<file path="src/hw/rtl/ema_env_pkg.sv">
// Shared types and constants of the EMA filter with envelope tracker.
// Used by ema_env_ctrl, ema_env_dp and ema_filter_with_envelope_tracker.
package ema_env_pkg;

    localparam int SAMPLE_BITS_DEF = 10;
    localparam int ETA_W           = 10;
    localparam int PERIOD_W        = 16;
    localparam int INIT_W          = 8;
    localparam int CFG_IDX_W       = 3;
    localparam int CFG_DATA_W      = 16;

    localparam logic [ETA_W-1:0] PERMILLE  = 10'd1000;
    localparam logic [INIT_W-1:0] MIN_FLOOR = 8'd1;
    localparam logic [INIT_W-1:0] MAX_GAP   = 8'd5;

    localparam logic [ETA_W-1:0]    RST_ETA_MAIN   = 10'd100;
    localparam logic [ETA_W-1:0]    RST_ETA_SLOW   = 10'd10;
    localparam logic [ETA_W-1:0]    RST_ETA_QUICK  = 10'd500;
    localparam logic [PERIOD_W-1:0] RST_PERIOD     = 16'd100;
    localparam logic [INIT_W-1:0]   RST_INIT_MIN   = 8'd0;
    localparam logic [INIT_W-1:0]   RST_INIT_MAX   = 8'd255;

    localparam logic [CFG_IDX_W-1:0] CFG_ETA_MAIN      = 3'd0;
    localparam logic [CFG_IDX_W-1:0] CFG_ETA_SLOW      = 3'd1;
    localparam logic [CFG_IDX_W-1:0] CFG_ETA_QUICK     = 3'd2;
    localparam logic [CFG_IDX_W-1:0] CFG_SAMPLE_PERIOD = 3'd3;
    localparam logic [CFG_IDX_W-1:0] CFG_INITIAL_MIN   = 3'd4;
    localparam logic [CFG_IDX_W-1:0] CFG_INITIAL_MAX   = 3'd5;

    typedef enum logic [1:0] {
        SEL_FILT,
        SEL_LOW,
        SEL_HIGH
    } blend_sel_t;

    typedef struct packed {
        logic       accept;
        logic       mul;
        logic       add;
        logic       rcp;
        logic       fix;
        logic       load_out;
        blend_sel_t sel;
    } dp_cmd_t;

    typedef struct packed {
        logic due;
    } dp_status_t;

endpackage

</file>
<file path="src/hw/rtl/ema_env_ctrl.sv">
// Controller of the EMA filter with envelope tracker: sequences the shared
// blend unit and owns the output valid flag. Depends on ema_env_pkg.
module ema_env_ctrl
(
    input  logic                    clk,
    input  logic                    rst_n,
    input  logic                    in_valid,
    output logic                    in_ready,
    output logic                    out_valid,
    input  logic                    out_ready,
    input  ema_env_pkg::dp_status_t status,
    output ema_env_pkg::dp_cmd_t    cmd
);

    typedef enum logic [2:0] {
        ST_IDLE,
        ST_MUL,
        ST_ADD,
        ST_RCP,
        ST_FIX,
        ST_EMIT
    } state_t;

    state_t                  state_reg;
    state_t                  state_next;
    ema_env_pkg::blend_sel_t sel_reg;
    ema_env_pkg::blend_sel_t sel_next;
    logic                    out_valid_reg;
    logic                    out_valid_next;
    logic                    slot_free;

    assign in_ready  = (state_reg == ST_IDLE);
    assign out_valid = out_valid_reg;
    assign slot_free = !out_valid_reg || out_ready;

    always_comb
    begin
        state_next     = state_reg;
        sel_next       = sel_reg;
        out_valid_next = out_valid_reg && !out_ready;
        cmd.accept     = 1'b0;
        cmd.mul        = 1'b0;
        cmd.add        = 1'b0;
        cmd.rcp        = 1'b0;
        cmd.fix        = 1'b0;
        cmd.load_out   = 1'b0;
        cmd.sel        = sel_reg;
        case (state_reg)
            ST_IDLE:
            begin
                if (in_valid)
                begin
                    cmd.accept = 1'b1;
                    if (status.due)
                    begin
                        sel_next   = ema_env_pkg::SEL_FILT;
                        state_next = ST_MUL;
                    end
                end
            end
            ST_MUL:
            begin
                cmd.mul    = 1'b1;
                state_next = ST_ADD;
            end
            ST_ADD:
            begin
                cmd.add    = 1'b1;
                state_next = ST_RCP;
            end
            ST_RCP:
            begin
                cmd.rcp    = 1'b1;
                state_next = ST_FIX;
            end
            ST_FIX:
            begin
                cmd.fix = 1'b1;
                case (sel_reg)
                    ema_env_pkg::SEL_FILT:
                    begin
                        sel_next   = ema_env_pkg::SEL_LOW;
                        state_next = ST_MUL;
                    end
                    ema_env_pkg::SEL_LOW:
                    begin
                        sel_next   = ema_env_pkg::SEL_HIGH;
                        state_next = ST_MUL;
                    end
                    default:
                    begin
                        state_next = ST_EMIT;
                    end
                endcase
            end
            ST_EMIT:
            begin
                if (slot_free)
                begin
                    cmd.load_out   = 1'b1;
                    out_valid_next = 1'b1;
                    state_next     = ST_IDLE;
                end
            end
            default:
            begin
                state_next = ST_IDLE;
            end
        endcase
    end

    always_ff @(posedge clk or negedge rst_n)
    begin
        if (!rst_n)
        begin
            state_reg     <= ST_IDLE;
            sel_reg       <= ema_env_pkg::SEL_FILT;
            out_valid_reg <= 1'b0;
        end
        else
        begin
            state_reg     <= state_next;
            sel_reg       <= sel_next;
            out_valid_reg <= out_valid_next;
        end
    end

endmodule

</file>
<file path="src/hw/rtl/ema_env_dp.sv">
// Datapath of the EMA filter with envelope tracker: configuration registers,
// tick counter, filter and envelope state, shared blend unit, output register.
// Depends on ema_env_pkg.
module ema_env_dp #(
    parameter int SAMPLE_BITS = ema_env_pkg::SAMPLE_BITS_DEF
)
(
    input  logic                                 clk,
    input  logic                                 rst_n,
    input  logic                                 cfg_write,
    input  logic [ema_env_pkg::CFG_IDX_W-1:0]    cfg_index,
    input  logic [ema_env_pkg::CFG_DATA_W-1:0]   cfg_data,
    input  logic [SAMPLE_BITS-1:0]               sample,
    input  ema_env_pkg::dp_cmd_t                 cmd,
    output ema_env_pkg::dp_status_t              status,
    output logic [SAMPLE_BITS-1:0]               filtered,
    output logic [SAMPLE_BITS-1:0]               env_low,
    output logic [SAMPLE_BITS-1:0]               env_high
);

    localparam int ENV_W   = (SAMPLE_BITS > 9) ? SAMPLE_BITS : 9;
    localparam int AW      = ENV_W + 10;
    localparam int RCP_W   = AW - 9;
    localparam int RCP_M   = (1 << AW) / 1000;
    localparam int PROD_W  = AW + RCP_W;
    localparam int ETA_W   = ema_env_pkg::ETA_W;
    localparam int PER_W   = ema_env_pkg::PERIOD_W;
    localparam int INIT_W  = ema_env_pkg::INIT_W;

    localparam logic [RCP_W-1:0] RCP_MV = RCP_W'(RCP_M);
    localparam logic [PER_W-1:0] TICK_MAX = {PER_W{1'b1}};

    logic [ETA_W-1:0]       eta_main_reg;
    logic [ETA_W-1:0]       eta_slow_reg;
    logic [ETA_W-1:0]       eta_quick_reg;
    logic [PER_W-1:0]       period_reg;
    logic [INIT_W-1:0]      init_min_reg;
    logic [INIT_W-1:0]      init_max_reg;

    logic                   seeded_reg;
    logic [PER_W-1:0]       tick_reg;
    logic [SAMPLE_BITS-1:0] filt_reg;
    logic [ENV_W-1:0]       low_reg;
    logic [ENV_W-1:0]       high_reg;

    logic [SAMPLE_BITS-1:0] sample_reg;
    logic [AW-1:0]          p1_reg;
    logic [AW-1:0]          p2_reg;
    logic [AW-1:0]          acc_reg;
    logic [PROD_W-1:0]      prod_reg;
    logic [SAMPLE_BITS-1:0] out_filt_reg;
    logic [SAMPLE_BITS-1:0] out_low_reg;
    logic [SAMPLE_BITS-1:0] out_high_reg;

    logic [PER_W-1:0]       tick_inc;
    logic [ENV_W-1:0]       filt_ext;
    logic [ENV_W-1:0]       fresh_sel;
    logic [ENV_W-1:0]       old_sel;
    logic [ETA_W-1:0]       eta_sel;
    logic [ETA_W-1:0]       w_new;
    logic [ETA_W-1:0]       w_old;
    logic [AW-1:0]          p1_next;
    logic [AW-1:0]          p2_next;
    logic [ENV_W-1:0]       q_est;
    logic [AW-1:0]          q_ext;
    logic [AW-1:0]          q_times;
    logic [AW-1:0]          rem;
    logic [ENV_W-1:0]       q_fix;
    logic [SAMPLE_BITS-1:0] q_val;
    logic [SAMPLE_BITS-1:0] q_floor;
    logic [INIT_W-1:0]      seed_lo;
    logic [INIT_W-1:0]      seed_hi;
    logic [ENV_W-1:0]       seed_high;

    assign tick_inc   = (tick_reg == TICK_MAX) ? tick_reg : tick_reg + 1'b1;
    assign status.due = seeded_reg && (tick_inc >= period_reg);

    assign filt_ext = ENV_W'(filt_reg);

    always_comb
    begin
        case (cmd.sel)
            ema_env_pkg::SEL_LOW:
            begin
                fresh_sel = filt_ext;
                old_sel   = low_reg;
                eta_sel   = (filt_ext >= low_reg) ? eta_slow_reg : eta_quick_reg;
            end
            ema_env_pkg::SEL_HIGH:
            begin
                fresh_sel = filt_ext;
                old_sel   = high_reg;
                eta_sel   = (filt_ext <= high_reg) ? eta_slow_reg : eta_quick_reg;
            end
            default:
            begin
                fresh_sel = ENV_W'(sample_reg);
                old_sel   = filt_ext;
                eta_sel   = eta_main_reg;
            end
        endcase
    end

    assign w_new   = (eta_sel > ema_env_pkg::PERMILLE) ? ema_env_pkg::PERMILLE : eta_sel;
    assign w_old   = ema_env_pkg::PERMILLE - w_new;
    assign p1_next = AW'(w_new) * AW'(fresh_sel);
    assign p2_next = AW'(w_old) * AW'(old_sel);

    // floor(acc / 1000): reciprocal estimate, then one correction step
    assign q_est   = prod_reg[AW +: ENV_W];
    assign q_ext   = AW'(q_est);
    assign q_times = (q_ext << 10) - (q_ext << 4) - (q_ext << 3);
    assign rem     = acc_reg - q_times;
    assign q_fix   = (rem >= AW'(ema_env_pkg::PERMILLE)) ? q_est + 1'b1 : q_est;
    assign q_val   = q_fix[SAMPLE_BITS-1:0];
    assign q_floor = (q_val == '0) ? SAMPLE_BITS'(1) : q_val;

    assign seed_lo   = (init_min_reg < ema_env_pkg::MIN_FLOOR) ?
                       ema_env_pkg::MIN_FLOOR : init_min_reg;
    assign seed_hi   = (init_max_reg < ema_env_pkg::MIN_FLOOR) ?
                       ema_env_pkg::MIN_FLOOR : init_max_reg;
    assign seed_high = (seed_hi < seed_lo) ?
                       ENV_W'(seed_lo) + ENV_W'(ema_env_pkg::MAX_GAP) : ENV_W'(seed_hi);

    always_ff @(posedge clk or negedge rst_n)
    begin
        if (!rst_n)
        begin
            eta_main_reg  <= ema_env_pkg::RST_ETA_MAIN;
            eta_slow_reg  <= ema_env_pkg::RST_ETA_SLOW;
            eta_quick_reg <= ema_env_pkg::RST_ETA_QUICK;
            period_reg    <= ema_env_pkg::RST_PERIOD;
            init_min_reg  <= ema_env_pkg::RST_INIT_MIN;
            init_max_reg  <= ema_env_pkg::RST_INIT_MAX;
        end
        else if (cfg_write)
        begin
            case (cfg_index)
                ema_env_pkg::CFG_ETA_MAIN:      eta_main_reg  <= cfg_data[ETA_W-1:0];
                ema_env_pkg::CFG_ETA_SLOW:      eta_slow_reg  <= cfg_data[ETA_W-1:0];
                ema_env_pkg::CFG_ETA_QUICK:     eta_quick_reg <= cfg_data[ETA_W-1:0];
                ema_env_pkg::CFG_SAMPLE_PERIOD: period_reg    <= cfg_data[PER_W-1:0];
                ema_env_pkg::CFG_INITIAL_MIN:   init_min_reg  <= cfg_data[INIT_W-1:0];
                ema_env_pkg::CFG_INITIAL_MAX:   init_max_reg  <= cfg_data[INIT_W-1:0];
                default:
                begin
                end
            endcase
        end
    end

    always_ff @(posedge clk or negedge rst_n)
    begin
        if (!rst_n)
        begin
            seeded_reg <= 1'b0;
            tick_reg   <= '0;
            filt_reg   <= '0;
            low_reg    <= ENV_W'(1);
            high_reg   <= ENV_W'(1);
        end
        else if (cmd.accept)
        begin
            if (!seeded_reg)
            begin
                seeded_reg <= 1'b1;
                tick_reg   <= '0;
                filt_reg   <= sample;
                low_reg    <= ENV_W'(seed_lo);
                high_reg   <= seed_high;
            end
            else
            begin
                tick_reg <= status.due ? '0 : tick_inc;
            end
        end
        else if (cmd.fix)
        begin
            case (cmd.sel)
                ema_env_pkg::SEL_LOW:  low_reg  <= ENV_W'(q_floor);
                ema_env_pkg::SEL_HIGH: high_reg <= ENV_W'(q_floor);
                default:               filt_reg <= q_val;
            endcase
        end
    end

    always_ff @(posedge clk)
    begin
        if (cmd.accept)
        begin
            sample_reg <= sample;
        end
        if (cmd.mul)
        begin
            p1_reg <= p1_next;
            p2_reg <= p2_next;
        end
        if (cmd.add)
        begin
            acc_reg <= p1_reg + p2_reg;
        end
        if (cmd.rcp)
        begin
            prod_reg <= PROD_W'(acc_reg) * PROD_W'(RCP_MV);
        end
        if (cmd.load_out)
        begin
            out_filt_reg <= filt_reg;
            out_low_reg  <= low_reg[SAMPLE_BITS-1:0];
            out_high_reg <= high_reg[SAMPLE_BITS-1:0];
        end
    end

    assign filtered = out_filt_reg;
    assign env_low  = out_low_reg;
    assign env_high = out_high_reg;

endmodule

</file>
<file path="src/hw/rtl/ema_filter_with_envelope_tracker.sv">
// Top level of the EMA filter with min/max envelope tracker.
// Depends on ema_env_pkg, ema_env_ctrl and ema_env_dp.
//
// Usage:
//   s_axis carries one tick per transaction, with the ADC sample in tdata.
//   The first tick after reset seeds the filter and loads both envelopes from
//   the initial_min and initial_max registers; it yields no result. Later
//   ticks advance a counter, and every sample_period-th tick takes a reading.
//   A reading yields one m_axis transaction: filtered value, low envelope
//   and high envelope.
//   A tick without a reading leaves the block ready for the next tick. A
//   reading runs from acceptance to m_axis_tvalid as three blends, each through
//   the one shared multiply / reciprocal-divide unit, plus the output load.
//   The cfg channel writes register cfg_index with cfg_data; it is always
//   ready; the user must write it only while the block is idle (not enforced).
//   Reset restores the register defaults and returns to the unseeded state.
//   A stalled m_axis holds its result in the output register; ticks are still
//   accepted meanwhile, and a reading finishing behind it waits for the
//   output register to free up, with no tick accepted until then.
module ema_filter_with_envelope_tracker #(
    parameter int SAMPLE_BITS = ema_env_pkg::SAMPLE_BITS_DEF
)
(
    input  logic                                  clk,
    input  logic                                  rst_n,
    input  logic                                  cfg_valid,
    output logic                                  cfg_ready,
    input  logic [ema_env_pkg::CFG_IDX_W-1:0]     cfg_index,
    input  logic [ema_env_pkg::CFG_DATA_W-1:0]    cfg_data,
    input  logic                                  s_axis_tvalid,
    output logic                                  s_axis_tready,
    // sample
    input  logic [((SAMPLE_BITS+7)/8)*8-1:0]      s_axis_tdata,
    output logic                                  m_axis_tvalid,
    input  logic                                  m_axis_tready,
    // filtered, env_low, env_high
    output logic [((3*SAMPLE_BITS+7)/8)*8-1:0]    m_axis_tdata
);

    localparam int OUT_TDATA_W = ((3*SAMPLE_BITS+7)/8)*8;

    ema_env_pkg::dp_cmd_t    cmd;
    ema_env_pkg::dp_status_t status;
    logic [SAMPLE_BITS-1:0]  filtered;
    logic [SAMPLE_BITS-1:0]  env_low;
    logic [SAMPLE_BITS-1:0]  env_high;

    assign cfg_ready = 1'b1;

    ema_env_ctrl u_ctrl
    (
        .clk       (clk),
        .rst_n     (rst_n),
        .in_valid  (s_axis_tvalid),
        .in_ready  (s_axis_tready),
        .out_valid (m_axis_tvalid),
        .out_ready (m_axis_tready),
        .status    (status),
        .cmd       (cmd)
    );

    ema_env_dp #(
        .SAMPLE_BITS (SAMPLE_BITS)
    ) u_dp
    (
        .clk       (clk),
        .rst_n     (rst_n),
        .cfg_write (cfg_valid && cfg_ready),
        .cfg_index (cfg_index),
        .cfg_data  (cfg_data),
        .sample    (s_axis_tdata[SAMPLE_BITS-1:0]),
        .cmd       (cmd),
        .status    (status),
        .filtered  (filtered),
        .env_low   (env_low),
        .env_high  (env_high)
    );

    assign m_axis_tdata = OUT_TDATA_W'({env_high, env_low, filtered});

    a_env_nonzero: assert property (@(posedge clk) disable iff (!rst_n)
        m_axis_tvalid |-> (env_low != '0) && (env_high != '0))
        else $error("envelope output is zero");

    a_busy_after_reading: assert property (@(posedge clk) disable iff (!rst_n)
        (s_axis_tvalid && s_axis_tready && status.due) |=> !s_axis_tready)
        else $error("tick accepted while a reading is in progress");

    a_load_slot_free: assert property (@(posedge clk) disable iff (!rst_n)
        cmd.load_out |-> (!m_axis_tvalid || m_axis_tready))
        else $error("output register overwritten before transfer");

    a_one_stage: assert property (@(posedge clk) disable iff (!rst_n)
        $countones({cmd.accept, cmd.mul, cmd.add, cmd.rcp, cmd.fix, cmd.load_out}) <= 1)
        else $error("datapath received conflicting commands");

endmodule
</file>
<file path="config.mk">
export PLATFORM = sky130hd
export DESIGN_NAME = ema_filter_with_envelope_tracker
export DESIGN_NICKNAME = d
export VERILOG_FILES = /design/src/hw/rtl/ema_env_pkg.sv /design/src/hw/rtl/ema_env_ctrl.sv /design/src/hw/rtl/ema_env_dp.sv /design/src/hw/rtl/ema_filter_with_envelope_tracker.sv
export SDC_FILE = /design/constraint.sdc
export NUM_CORES = 1
export LEC_CHECK = 0
export BUFFER_PORTS_ARGS = -buffer_cell sky130_fd_sc_hd__buf_2
export CAP_MARGIN = 5
export CORE_MARGIN = 1
export CORE_UTILIZATION = 30
export DETAILED_ROUTE_END_ITERATION = 8
export GPL_TIMING_DRIVEN = 0
export HOLD_SLACK_MARGIN = 0.02
export REMOVE_ABC_BUFFERS = 1
export SLEW_MARGIN = 15
export SYNTH_ARGS = -nofsm -noshare
export SYNTH_HDL_FRONTEND = slang
export SYNTH_HIERARCHICAL = 1
export SYNTH_SLANG_ARGS = --single-unit
</file>
<file path="constraint.sdc">
create_clock -name clk -period 14.2 [get_ports clk]
set_clock_uncertainty 0.2 [all_clocks]
set_input_delay 0.71 -clock clk [delete_from_list [all_inputs] [get_ports clk]]
set_output_delay 0.71 -clock clk [all_outputs]
set_load 0.005 [all_outputs]
</file>
==> impl_metrics.sql <==
INSERT INTO impl_metrics (metric_group, metric, value, unit) VALUES
('sta', 'maxSlewHeadroom', '0.175', ''),
('die', 'dieArea', '72800', 'µm²'),
('cts', 'clk_pin_slew_worst_paths', '0.07', 'ns'),
('cts', 'htree_levels', '1', ''),
('cells_and_area', 'fill_cells', '7208', ''),
('synthesis', 'synth-seq-cells', '225', ''),
('critical_path', 'reg2reg_from', 'u_dp/filt_ext[0]$_DFFE_PN0P_', ''),
('sta', 'min_period_over_period', '0.871', ''),
('synthesis', 'syn-cell-area', '21500', 'µm²'),
('die', 'chipHeight', '270', 'µm'),
('critical_path', 'cp_max_fo', '15', ''),
('drt', 'wirelength_met1', '26.7', 'mm'),
('synthesis', 'cell_taking_the_most_area_after_synthesis', 'sky130_fd_sc_hd__ha_1', ''),
('grt', 'grt_start_max_net_pins', '78', ''),
('sta', 'max_freq', '0.0809', 'GHz'),
('sta', 'final_max_slew_viol_count', '0', ''),
('sta', 'setup-tns-final', '0', 'ns'),
('drt', 'drt_iter0_drc', '1150', ''),
('cts', 'tritoncts', 'yes', ''),
('cells_and_area', 'drive_gt1_frac', '0.111', ''),
('drt', 'post_drt_wl_per_cell', '17.2', 'µm'),
('cts', 'clock-root-buffer', 'sky130_fd_sc_hd__clkbuf_16', ''),
('critical_path', 'critical_path.endpoint_type', 'flip-flop', ''),
('place', 'dp_cells', '3182', ''),
('drt', 'antenna_violating_nets_post_route', '0', ''),
('cts', 'clkSinkCount', '225', ''),
('critical_path', 'max_stage_delay', '0.79', 'ns'),
('synthesis', 'ys_async_sr_fraction', '0.511', ''),
('min_path', 'hold_path.startpoint', 's_axis_tdata[2]', ''),
('cells_and_area', 'post-route-util', '0.340', ''),
('synthesis', 'ys_seq_area_frac', '0.288', ''),
('cells_and_area', 'final-seq-area', '6210', 'µm²'),
('drt', 'wl_met3', '2.48', 'mm'),
('drt', 'drt_pre_antenna_iters', '5', ''),
('critical_path', 'criticalPathCategory', 'reg2reg', ''),
('critical_path', 'cp-start-kind', 'flip-flop', ''),
('place', 'dpl.hpwl', '43.7', 'mm'),
('cells_and_area', 'syn2layout_area_growth', '11.2', '%'),
('cts', 'clk_path_buf_depth', '3', ''),
('sta', 'hold_viol_final', '0', ''),
('synthesis', 'yosysUniqueCellTypes', '85', ''),
('drt', 'detailroute.via_count', '16100', ''),
('critical_path', 'cpMostUsedCell', 'sky130_fd_sc_hd__inv_1', ''),
('sta', 'grt_setup_unrepaired', 'no', ''),
('synthesis', 'synth_largest_type_area_fraction', '0.158', ''),
('grt', 'grt_pass1_wl', '90.3', 'mm'),
('synthesis', 'synthesis.area_per_instance', '9.67', 'µm²'),
('grt', 'grt_overflow_total', '0', ''),
('grt', 'antenna_found_initial', '1', ''),
('outcome', 'run_status', 'finished, final reports clean', ''),
('die', 'chipWidth', '270', 'µm'),
('die', 'coreArea', '70500', 'µm²'),
('critical_path', 'worstPathArrival', '12.48', 'ns'),
('place', 'gp_congestion', '0.870', ''),
('cts', 'tritoncts.num_buffers', '27', ''),
('die', 'initial_utilization', '0.305', ''),
('drt', 'route.detailed.drc', '0', ''),
('synthesis', 'yosysWarnings', '6', ''),
('synthesis', 'synthesis.instances', '2226', ''),
('cells_and_area', 'finalNonFillerCells', '3233', ''),
('place', 'io_buf_count', '65', ''),
('critical_path', 'required_arrival_time_at_the_worst_endpoint', '14.32', 'ns'),
('drt', 'routed_via_density', '4.99', ''),
('critical_path', 'timing.critical_path.slowest_stage_cell', 'sky130_fd_sc_hd__a2111oi_1', ''),
('sta', 'least_margin_pin_slew', '1.24', 'ns'),
('synthesis', 'synth-edff-count', '110', ''),
('sta', 'finalWorstPathRequiredPeriod', '12.36', 'ns'),
('run', 'cap_viol_max_count', '0', ''),
('critical_path', 'crit_start', 'u_dp/filt_ext[0]$_DFFE_PN0P_', ''),
('cells_and_area', 'multi_input_comb_area', '13900', 'µm²'),
('drt', 'route.met2.wl', '25.3', 'mm');
==> placed cells by master, fill, tap and decap left out, drive strengths merged, types with 77 or more instances in the layout <==
master / n
inv: 322
ha: 272
nand2: 198
nor2: 173
fa: 152
edfxtp: 110
o21ai: 101
dfrtp: 91
buf: 80
xnor2: 77
==> per-layer routing <==
metal	track usage	vias to the layer above
li1	-	7726
met5	0	-
met3	0.0193	63
met1	0.218	8006
met4	0.0318	0
met2	0.251	346
==> synth_stat cells, drive strengths merged (5+ instances only) <==
master   count
xnor2       77
o21ai      101
fa         152
nor2       173
mux2        75
nand2b      27
o22ai       21
o21bai       7
xor2        18
ha         272
o2111ai      9
a211oi       9
nand4       13
mux2i       19
edfxtp     110
dfstp       24
o41ai        7
buf         16
nor3        29
clkbuf      49
and3        23
nand2      198
dfrtp       91
o211ai       5
or2         10
a21o        31
or3         10
o2111a       5
nor2b       28
nand3b       5
nand3       42
a21oi       75
nor3b        9
and2        21
inv        320
a31oi       11
o31ai       11
o2bb2ai     11
a211o        7
nor4        12
a41o         5
a22oi       12
and4         5
o21a        18
==> area by class of cell <==
cell class	count	area share
repair buffers	81	0.0223
well taps	940	0.0491
multi-input cells	1617	0.582
clock buffers	30	0.0287
inverters	320	0.0502
clock inverters	20	0.00883
flip-flops and latches	225	0.259
==> critical path, delay by kind of cell (launching register included) <==
family,cells,cell delay [ns]
flip-flops,1,0.43
AO/OA/AOI/OAI,12,3.97
buffers and inverters,6,0.38
AND/OR/NAND/NOR,7,2.53
XOR/XNOR,2,0.66
multiplexers,1,0.33
adder cells (fa/ha/maj),8,3.59
==> what timing repair did <==
| item | CTS | global route |
|---|---|---|
| resized for setup | 0 | 0 |
| hold endpoints to repair | 27 | 0 |
| hold buffers | 1 | 0 |
==> worst paths after layout <==
check | endpoint | slack (ns) | depth (start not counted)
hold reg to reg | u_dp/env_high[2]$_DFFE_PP_ | 0.29 | 0
setup reg to reg | u_dp/p2_reg[19]$_DFFE_PP_ | 1.84 | 36
setup / recovery | u_dp/p2_reg[19]$_DFFE_PP_ | 1.84 | 36
min in group asynchronous | u_dp/eta_slow_reg[6]$_DFFE_PN0P_ | 0.43 | 2
max in group asynchronous | u_dp/high_reg[0]$_DFFE_PN1P_ | 12.61 | 3
hold / removal | u_dp/sample_reg[2]$_DFFE_PP_ | 0.17 | 1
==> logic make-up after synthesis <==
group | count (synthesis) | share of synthesized area
buf+inv | 385 | 0.0691
other cells | 2 | 0.000349
flops | 225 | 0.288
simple gates | 618 | 0.137
xor+xnor | 95 | 0.0386
fa+ha+maj | 424 | 0.299
compound gates | 383 | 0.119
mux | 94 | 0.0481
==> per-stage QoR <==
| stage | area (µm²) | hold WS (ns) |
|---|---|---|
| finish | 23900 | 0.171 |
| global route | 23900 | 0.155 |
| CTS | 23900 | 0.148 |
| detailed placement | 23000 | 0.279 |
| global placement | 22700 | 0.282 |
| floorplan | 21200 | 0.214 |
Power is not shown: default switching activity piles up to over one toggle a cycle in this logic, so the estimate is an artifact.
